--- config.mk ---
export PLATFORM = sky130hd
export DESIGN_NAME = quoted_field_splitter
export DESIGN_NICKNAME = d
export VERILOG_FILES = /design/src/rtl/core/qfs_pkg.sv /design/src/rtl/core/quoted_field_splitter.sv /design/src/rtl/core/qfs_cfg.sv /design/src/rtl/core/qfs_step.sv
export SDC_FILE = /design/constraint.sdc
export NUM_CORES = 1
export LEC_CHECK = 0
export ABC_AREA = 0
export BUFFER_PORTS_ARGS = -buffer_cell sky130_fd_sc_hd__clkbuf_2
export CAP_MARGIN = 20
export CORE_ASPECT_RATIO = 0.75
export CORE_MARGIN = 10
export CORE_UTILIZATION = 41
export CTS_CLUSTER_SIZE = 16
export DETAILED_ROUTE_END_ITERATION = 16
export PLACE_DENSITY = 0.68
export SYNTH_ARGS = -nofsm -noshare
export SYNTH_HDL_FRONTEND = slang
export SYNTH_SLANG_ARGS = --single-unit
--- constraint.sdc ---
create_clock -name clk -period 8.2 [get_ports clk]
set_clock_uncertainty 0.05 [all_clocks]
set_input_delay 0.41 -clock clk [delete_from_list [all_inputs] [get_ports clk]]
set_output_delay 0.41 -clock clk [all_outputs]
set_load 0.02 [all_outputs]
--- src/rtl/core/qfs_pkg.sv ---
// ----------------------------------------------------------------------------
// qfs_pkg
// Shared types and constants of the quoted field splitter.
// ----------------------------------------------------------------------------
package qfs_pkg;

	localparam int OUT_BITS     = 16;
	localparam int COUNT_BITS   = 16;
	localparam int CFG_IDX_BITS = 2;

	localparam logic [COUNT_BITS-1:0] COUNT_MAX = {COUNT_BITS{1'b1}};

	// Configuration register indexes
	typedef enum logic [CFG_IDX_BITS-1:0] {
		REG_SEPARATOR = 2'd0,
		REG_QUOTE     = 2'd1
	} cfg_reg_t;

	// One result item
	typedef struct packed {
		logic                  char_valid;
		logic [OUT_BITS-1:0]   out_char;
		logic                  field_end;
		logic                  line_end;
		logic [COUNT_BITS-1:0] field_count;
	} result_t;

endpackage

--- src/rtl/core/quoted_field_splitter.sv ---
// ----------------------------------------------------------------------------
// quoted_field_splitter
// Splits a character stream into fields at a separator, honoring quoted
// fields with doubled-quote escapes.
// ----------------------------------------------------------------------------
//
//  channel | direction | handshake            | payload
//  --------+-----------+----------------------+---------------------------------
//  in      | sink      | in_valid / in_stall  | in_char, line_last
//  out     | source    | out_valid / out_stall| char_valid, out_char, field_end,
//          |           |                      | line_end, field_count
//  cfg     | sink      | cfg_we               | cfg_index, cfg_wdata
//
//  Each item passes through the input register and then the result
//  register; one item per cycle is sustained while out_stall is low.
//  The line state flags update in the same cycle an item moves from the
//  input register into the result register, so one character per clock
//  is the limit set by that single classification step.
//  Reset clears both stages, the line state and the configuration
//  registers (separator 44, quote 34).
//  out_stall backs up into in_stall combinationally only when both stages
//  hold an item; otherwise a new item enters while a result waits.
// ----------------------------------------------------------------------------
module quoted_field_splitter import qfs_pkg::*; #(
	parameter int CHAR_BITS = 16
) (
	input  logic                    clk,
	input  logic                    arst_n,

	input  logic                    cfg_we,
	input  logic [CFG_IDX_BITS-1:0] cfg_index,
	input  logic [CHAR_BITS-1:0]    cfg_wdata,

	input  logic                    in_valid,
	output logic                    in_stall,
	input  logic [CHAR_BITS-1:0]    in_char,
	input  logic                    line_last,

	output logic                    out_valid,
	input  logic                    out_stall,
	output logic                    char_valid,
	output logic [OUT_BITS-1:0]     out_char,
	output logic                    field_end,
	output logic                    line_end,
	output logic [COUNT_BITS-1:0]   field_count
);

	logic [CHAR_BITS-1:0] separator_q;
	logic [CHAR_BITS-1:0] quote_q;

	// Input register
	logic                 valid_s1;
	logic [CHAR_BITS-1:0] char_s1;
	logic                 last_s1;

	// Result register
	logic                 valid_s2;
	result_t              result_s2;

	result_t              step_result;
	logic                 s2_free;
	logic                 advance;
	logic                 accept;

	qfs_cfg #(
		.CHAR_BITS (CHAR_BITS)
	) u_cfg (
		.clk         (clk),
		.arst_n      (arst_n),
		.cfg_we      (cfg_we),
		.cfg_index   (cfg_index),
		.cfg_wdata   (cfg_wdata),
		.separator_q (separator_q),
		.quote_q     (quote_q)
	);

	// The result register can take a new item when empty or being drained
	assign s2_free  = !valid_s2 || !out_stall;
	// Move the held item into the result register and commit its state
	assign advance  = valid_s1 && s2_free;
	// Hold the input side only when the input register cannot empty
	assign in_stall = valid_s1 && !s2_free;
	assign accept   = in_valid && !in_stall;

	qfs_step #(
		.CHAR_BITS (CHAR_BITS)
	) u_step (
		.clk            (clk),
		.arst_n         (arst_n),
		.advance        (advance),
		.in_char        (char_s1),
		.line_last      (last_s1),
		.separator_char (separator_q),
		.quote_char     (quote_q),
		.result         (step_result)
	);

	always_ff @(posedge clk or negedge arst_n) begin
		if (!arst_n) begin
			valid_s1 <= 1'b0;
		end else if (accept) begin
			valid_s1 <= 1'b1;
		end else if (advance) begin
			valid_s1 <= 1'b0;
		end
	end

	always_ff @(posedge clk) begin
		if (accept) begin
			char_s1 <= in_char;
			last_s1 <= line_last;
		end
	end

	always_ff @(posedge clk or negedge arst_n) begin
		if (!arst_n) begin
			valid_s2 <= 1'b0;
		end else if (advance) begin
			valid_s2 <= 1'b1;
		end else if (!out_stall) begin
			valid_s2 <= 1'b0;
		end
	end

	always_ff @(posedge clk) begin
		if (advance) begin
			result_s2 <= step_result;
		end
	end

	assign out_valid   = valid_s2;
	assign char_valid  = result_s2.char_valid;
	assign out_char    = result_s2.out_char;
	assign field_end   = result_s2.field_end;
	assign line_end    = result_s2.line_end;
	assign field_count = result_s2.field_count;

endmodule

--- src/rtl/core/qfs_cfg.sv ---
// ----------------------------------------------------------------------------
// qfs_cfg
// Separator and quote character registers behind the write port.
// ----------------------------------------------------------------------------
module qfs_cfg import qfs_pkg::*; #(
	parameter int CHAR_BITS = 16
) (
	input  logic                    clk,
	input  logic                    arst_n,
	input  logic                    cfg_we,
	input  logic [CFG_IDX_BITS-1:0] cfg_index,
	input  logic [CHAR_BITS-1:0]    cfg_wdata,
	output logic [CHAR_BITS-1:0]    separator_q,
	output logic [CHAR_BITS-1:0]    quote_q
);

	localparam logic [CHAR_BITS-1:0] SEP_RESET   = CHAR_BITS'(44);
	localparam logic [CHAR_BITS-1:0] QUOTE_RESET = CHAR_BITS'(34);

	always_ff @(posedge clk or negedge arst_n) begin
		if (!arst_n) begin
			separator_q <= SEP_RESET;
			quote_q     <= QUOTE_RESET;
		end else if (cfg_we) begin
			unique case (cfg_index)
				REG_SEPARATOR: separator_q <= cfg_wdata;
				REG_QUOTE:     quote_q     <= cfg_wdata;
				default: ;
			endcase
		end
	end

endmodule

--- src/rtl/core/qfs_step.sv ---
// ----------------------------------------------------------------------------
// qfs_step
// Line state flags, field counter and the per-character classification.
// ----------------------------------------------------------------------------
module qfs_step import qfs_pkg::*; #(
	parameter int CHAR_BITS = 16
) (
	input  logic                 clk,
	input  logic                 arst_n,
	input  logic                 advance,
	input  logic [CHAR_BITS-1:0] in_char,
	input  logic                 line_last,
	input  logic [CHAR_BITS-1:0] separator_char,
	input  logic [CHAR_BITS-1:0] quote_char,
	output result_t              result
);

	logic                  at_start_q;
	logic                  in_quotes_q;
	logic                  pending_q;
	logic [COUNT_BITS-1:0] seen_q;

	logic                  at_start_d;
	logic                  in_quotes_d;
	logic                  pending_d;
	logic [COUNT_BITS-1:0] seen_d;

	logic                  is_quote;
	logic                  is_sep;
	logic                  valid;
	logic                  fend;
	logic                  done;
	logic [OUT_BITS+CHAR_BITS-1:0] char_wide;

	assign is_quote  = (in_char == quote_char);
	assign is_sep    = (in_char == separator_char);
	assign char_wide = {{OUT_BITS{1'b0}}, in_char};

	always_comb begin
		at_start_d  = at_start_q;
		in_quotes_d = in_quotes_q;
		pending_d   = pending_q;
		seen_d      = seen_q;
		valid       = 1'b0;
		fend        = 1'b0;
		done        = 1'b0;

		// Resolve a held quote, or open a quoted field
		if (pending_q) begin
			pending_d = 1'b0;
			if (is_quote) begin
				valid = 1'b1;
				done  = 1'b1;
			end else begin
				in_quotes_d = 1'b0;
			end
		end else if (at_start_q) begin
			at_start_d = 1'b0;
			if (is_quote) begin
				in_quotes_d = 1'b1;
				done        = 1'b1;
			end
		end

		if (!done) begin
			if (in_quotes_d) begin
				if (is_quote) begin
					pending_d = 1'b1;
				end else begin
					valid = 1'b1;
				end
			end else if (is_sep) begin
				fend       = 1'b1;
				at_start_d = 1'b1;
				if (seen_q != COUNT_MAX) begin
					seen_d = seen_q + 1'b1;
				end
			end else begin
				valid = 1'b1;
			end
		end

		result.char_valid  = valid;
		result.out_char    = valid ? char_wide[OUT_BITS-1:0] : '0;
		result.field_end   = fend | line_last;
		result.line_end    = line_last;
		result.field_count = (seen_d == COUNT_MAX) ? COUNT_MAX : seen_d + 1'b1;
	end

	always_ff @(posedge clk or negedge arst_n) begin
		if (!arst_n) begin
			at_start_q  <= 1'b1;
			in_quotes_q <= 1'b0;
			pending_q   <= 1'b0;
			seen_q      <= '0;
		end else if (advance) begin
			if (line_last) begin
				at_start_q  <= 1'b1;
				in_quotes_q <= 1'b0;
				pending_q   <= 1'b0;
				seen_q      <= '0;
			end else begin
				at_start_q  <= at_start_d;
				in_quotes_q <= in_quotes_d;
				pending_q   <= pending_d;
				seen_q      <= seen_d;
			end
		end
	end

endmodule
# Yosys cells after proc, flatten, opt, wreduce, memory -nomap -nowiden
# Cells that the tools add are included.
dict set report classes {
  mux 33
  n_addsub 2
  n_eq_ne 6
  n_reduce_logical 12
  n_bitwise 1
}
# cell count
set ops {}
lappend ops {{$mux 16} 5}
lappend ops {{$add 16x1->16 const B} 2}
lappend ops {{$eq 16x16->1} 2}
lappend ops {{$mux 1} 28}
lappend ops {{$eq 16x16->1 const B} 1}
lappend ops {{$ne 16x16->1 const B} 1}
lappend ops {{$logic_not 1->1} 4}
lappend ops {{$reduce_and 2->1} 2}
lappend ops {{$logic_and 1x1->1} 3}
lappend ops {{$eq 2x1->1 const B} 1}
lappend ops {{$logic_not 2->1} 1}
lappend ops {{$ne 2x1->1 const B} 1}
lappend ops {{$reduce_bool 2->1} 1}
lappend ops {{$logic_or 1x1->1} 1}
lappend ops {{$or 1x1->1} 1}
dict set report word_totals {
  output_inout_bits 37
  in_bits 40
  word_cells 69
  ff_bits 105
}

# Logic depth before layout (Yosys ltp)
dict set report logic_depth {
  word_depth 7
  depth_mapped 18
  depth_no_buf 15
}

# Modules after synthesis
# From an unflattened synthesis, not the netlist that was laid out.
dict set report unflattened {
  cells_unflattened 438
  area_unflattened_um2 5316.3
}
# mod area_per_inst_um2 seq_area_each_um2 instances cells_per_inst
set modules_own_cells {}
lappend modules_own_cells {qfs_step 2443.6 476.7 1 310}
lappend modules_own_cells {quoted_field_splitter 1654.1 1611.5 1 60}
lappend modules_own_cells {qfs_cfg 1218.7 807.0 1 68}

# Worst setup path before layout
# OpenSTA, ideal clock, no wires.
dict set report synth_timing {
  kind {register -> register}
  startpoint {register u_step.seen_q[0]}
  endpoint {register result_s2 (netlist bit field_count[0]), data pin}
  n_path_buf 3
  arrival_ps 3401
  synth_period_minus_slack_ps 3580
  stages_incl_launch_ff 18
  setup_time_ps 129
  path_slack_ps 4620
  t_required_ps 8021
  path_cell_list {dfrtp_1 > ha_1 > nand3_2 > nor2_2 > nand3_1 > or2_1 > buf_8 > nand2_1 > clkbuf_8 > xnor2_1 > ha_1 > nand2_1 > nor3_1 > o221ai_2 > nor4b_4 > o2111ai_2 > buf_6 > nand2_2}
}
dict set report synth_via {
  elab_chain_len 6
  word_cells_on_any_way 8
  classes_between {add/sub: 2; eq/ne: 2; mux: 4}
}
# item line
set synth_lines {}
lappend synth_lines {{start: declaration} qfs_step.sv:21} ;# logic [COUNT_BITS-1:0] seen_q;
lappend synth_lines {{start signal: assignment} qfs_step.sv:106} ;# seen_q <= seen_d;
lappend synth_lines {{$add 16x1->16 / $ne 16x16->1 (equally long branches)} {qfs_step.sv:76, qfs_step.sv:75}}
lappend synth_lines {{$mux 16} qfs_step.sv:75} ;# if (seen_q != COUNT_MAX) begin
lappend synth_lines {{$mux 16} qfs_step.sv:72} ;# end else if (is_sep) begin
lappend synth_lines {{$mux 16} qfs_step.sv:66} ;# if (in_quotes_d) begin
lappend synth_lines {{$mux 16 *} qfs_step.sv:65} ;# if (!done) begin
lappend synth_lines {{$add 16x1->16 / $eq 16x16->1 (equally long branches)} qfs_step.sv:87} ;# result.field_count = (seen_d == COUNT_MAX) ? COUNT_MAX : seen_d + 1'b1;
lappend synth_lines {{end signal: assignment} quoted_field_splitter.sv:127} ;# result_s2 <= step_result;
lappend synth_lines {{end: declaration} quoted_field_splitter.sv:58} ;# result_t result_s2;
# Every way passes the cells marked *; elsewhere a longest branch is shown, timed or not.
# A chain may end at the register's enable or synchronous reset.

# Final worst setup path
dict set report layout_timing {
  startpoint {register u_step.seen_q[0]}
  endpoint {register result_s2 (netlist bit field_count[5]), data pin}
}
# Same word-level chain as after synthesis.

==> metrics.md <==
| Metric | Value |
|---|---|
| Status | finished, final reports clean |
| Synth Net Count | 473 |
| Crit path max-delay cell type | o2111ai_2 |
| Crit Path Class | reg2reg |
| Hpwl dp | 8570 um |
| First-pass GRT wire length | 19,400 um |
| Via count | 3,590 |
| Flop and latch count out of synthesis | 105 |
| Die Area | 0.0179 sq mm |
| Die width | 151 um |
| Clk sinks | 105 |
| Largest net degree at the start of global routing | 54 |
| Crit path time final | 4.55 ns |
| Leakage | 2.42 nW |
| Distinct cells, synth | 72 |
| H-tree Lvls | 3 |
| Number of synthesized flops with an enable pin | 52 |
| Worst VDD drop | 0.000120 V |
| Antenna violations before repair | 0 |
| Max-cap violations | 0 |
| Setup crit end kind | flop |
| Most used DFF post-synth | edfxtp_1 |
| Skew-Pair Late Insertion Delay | 0.34 ns |
| Worst path buffer plus inverter count | 0 |
| # resized after CTS | 0 |
| TritonCTS clock tree | built |
| Number of routed nets with antenna violations | 0 |
| 1st-pass router iterations | 4 |
| # fillers | 1,128 |
| Async S/R FF share, synth | 0.505 |
| Avg Inst Size Synth | 12.3 sq um |
| Post CTS Setup Buffer Count | 0 |
| Total GRT Usage | 0.134 |
| Vias in the first global route | 3,658 |
| Worst min-delay path class | in2async |
| Crit path DAT | 4.67 ns |
| WHS | 0.138 ns |
| Critical Path Start | u_step.seen_q[0]$_DFFE_PN0P_ |
| Drt total wl | 11,800 um |
| RSZ-0062 raised after global routing | false |
| Final period utilization | 0.554 |
| Tightest Pin Transition | 0.921 ns |
| Die Y | 118 um |
| CP Launch Type | flop |
| Post-Synthesis Cells | 431 |
| Yosys warns | 0 |
| Headroom to the max-slew limit | 0.384 |
| CTS Hold Bufs | 0 |
| Clock slew at reported path FFs | 0.08 ns |
| DR vias/cell | 5.34 |
| Register area share after synthesis | 0.547 |
| Nets | 543 |
| Final RePlAce weighted congestion | 0.867 |
| I/O pin cnt | 77 |
| Layout cells sized above 1 | 0.334 |
| Setup TNS | 0 ns |
| CP delay by family, top | simple AND/OR/NAND/NOR gates |
| Required time of the critical path | 8.32 ns |
| DR WL/cell | 17.6 um |
| Setup violations, final | 0 |
| Worst r2r path cells | 14 |
| FMAX | 220 MHz |
| ANT cells | 0 |
| Power per cell area | 203 mW/mm^2 |
| Synthesized cell area | 0.00529 sq mm |
| CTS Buffer Depth | 2 |
| Starting density of the core | 0.425 |
| Core Rows | 35 |
| Port Buffer Count | 76 |
| # DRC | 0 |
| Grt total ovfl | 0 |
| 1st-iter DRT viols | 271 |
| Worst R2R Start | u_step.seen_q[0]$_DFFE_PN0P_ |
| Area of the core | 0.0124 sq mm |
| Final hold vios | 0 |
| P&R area growth vs syn | 14.7% |
| Slew Viols, Final | 0 |
| CP Depth | 14 |
| Root Buffer | clkbuf_16 |
| Worst path cell trace | ha_1, nand3_2, nor2_2, nand3_1, or2_1, nand2_1, xnor2_1, ha_1, nand2_1, nor3_1, o221ai_2, nor4b_4, o2111ai_2, o31ai_1 |
| Worst-path fanout max | 12 |
| TritonCTS buffer count | 9 |
| Critical path's largest stage delay | 0.47 ns |
[per-layer routing]
| layer | GRT usage | vias to the layer above | routed length, um |
|---|---|---|---|
| li1 | - | 1702 | - |
| met3 | 0.0351 | 4 | 610 |
| met5 | 0 | - | 0 |
| met2 | 0.207 | 93 | 5630 |
| met4 | 0.0342 | 0 | 70 |
| met1 | 0.182 | 1791 | 5520 |
[synthesized netlist by cell type (5+ instances only)]
| master | n | area share |
|---|---|---|
| xnor2_1 | 27 | 0.045 |
| dfrtp_1 | 47 | 0.22 |
| edfxtp_1 | 52 | 0.30 |
| a21oi_1 | 7 | 0.0066 |
| and2_1 | 17 | 0.020 |
| nand2b_1 | 7 | 0.0083 |
| mux2_2 | 32 | 0.068 |
| o21ai_0 | 23 | 0.022 |
| nor3_1 | 8 | 0.0076 |
| nand2_2 | 10 | 0.012 |
| clkbuf_1 | 10 | 0.0071 |
| nand2_1 | 31 | 0.022 |
| dfstp_2 | 6 | 0.030 |
| nand3_1 | 11 | 0.010 |
| xor2_1 | 21 | 0.035 |
| nor2_1 | 20 | 0.014 |
| buf_4 | 5 | 0.0071 |
| inv_1 | 5 | 0.0035 |
| nand4_1 | 8 | 0.0095 |
| o31ai_1 | 5 | 0.0071 |
| nor4_4 | 5 | 0.020 |
[cell families after synthesis]
family                     share of synthesized area
xor gates and xnor gates                      0.0795
AOI/OAI and AO/OA                             0.0871
DFF                                            0.547
and+or+nand+nor                                0.180
muxes                                         0.0740
adders and majority gates                    0.00473
buffers and inverters                         0.0270
[path summary, 6_finish.rpt]
kind                                               endpoint  slack, ns
min                        u_cfg.separator_q[4]$_DFFE_PN0P_       0.14
max                            field_count[5]$_SDFFCE_PN1P_       3.65
max reg2reg                    field_count[5]$_SDFFCE_PN1P_       3.65
max in group asynchronous      u_step.seen_q[2]$_DFFE_PN0P_       7.51
min in group clk                       char_s1[1]$_DFFE_PP_       0.19
min reg2reg                           out_valid$_DFFE_PN0P_       0.46
[worst reg2reg max path: stages, from the launching register on]
cell       delay [ns]
dfrtp_1          0.46
ha_1             0.36
nand3_2          0.18
nor2_2           0.28
nand3_1          0.19
or2_1            0.38
nand2_1          0.40
xnor2_1          0.23
ha_1             0.27
nand2_1          0.08
nor3_1           0.24
o221ai_2         0.24
nor4b_4          0.38
o2111ai_2        0.47
o31ai_1          0.19
[cells in the final DEF, fill, tap and decap left out, drive strengths merged, types with 2 or more instances in the layout]
master | netlist | final
nor3 | 10 | 10
nand3b | 2 | 2
mux2 | 33 | 33
nor4 | 10 | 10
and2 | 18 | 18
o31ai | 5 | 5
a31oi | 4 | 4
ha | 2 | 2
dfrtp | 47 | 47
nor3b | 2 | 2
nand2b | 7 | 7
nor2 | 23 | 23
dfstp | 6 | 6
mux2i | 2 | 2
or4b | 2 | 2
a21oi | 7 | 7
clkbuf | 11 | 86
nor4b | 2 | 2
and3 | 2 | 2
o31a | 2 | 2
or2 | 4 | 4
o22ai | 2 | 2
edfxtp | 52 | 52
buf | 9 | 3
xnor2 | 27 | 27
o211ai | 2 | 2
a41oi | 2 | 2
xor2 | 21 | 21
a22o | 3 | 3
nand2 | 41 | 41
o21ai | 25 | 25
inv | 5 | 10
nand4 | 10 | 10
o21a | 3 | 3
nand3 | 12 | 12
[report_power, final]
group	switching, mW	internal [mW]
logic	0.0936	0.0716
registers	0.0335	0.612
clock network	0.206	0.214
[sequential cells by signal, summed over array words and instances, names as in the netlist, 16 cells and up]
name               flops
char_s1               16
field_count           16
out_char              16
u_cfg.quote_q         16
u_cfg.separator_q     16
u_step.seen_q         16
[per-stage QoR]
| stage | power, mW | setup WS, ns | instances | utilization | cell area (sq um) |
|---|---|---|---|---|---|
| 2_1_floorplan | 0.762 | 4.62 | 431 | - | 5290 |
| 3_3_place_gp | 0.815 | 3.84 | 656 | 0.465 | 5780 |
| 3_5_place_dp | 0.824 | 3.75 | 656 | 0.465 | 5780 |
| 4_1_cts | 1.24 | 3.69 | 672 | 0.488 | 6070 |
| 5_1_grt | 1.28 | 3.26 | 672 | 0.488 | 6070 |
| 6_report | 1.23 | 3.65 | 672 | 0.488 | 6070 |
[final cells by class]
| class | instances | area [sq um] | share of cell area |
|---|---|---|---|
| Multi-Input combinational cell | 301 | 2260 | 0.372 |
| Clock buffer | 10 | 229 | 0.0377 |
| Tap cell | 166 | 208 | 0.0342 |
| Timing Repair Buffer | 79 | 403 | 0.0664 |
| Sequential cell | 105 | 2900 | 0.477 |
| Inverter | 5 | 18.8 | 0.00309 |
| Clock inverter | 6 | 56.3 | 0.00928 |
Note: power is estimated with default switching activity, not from simulation.
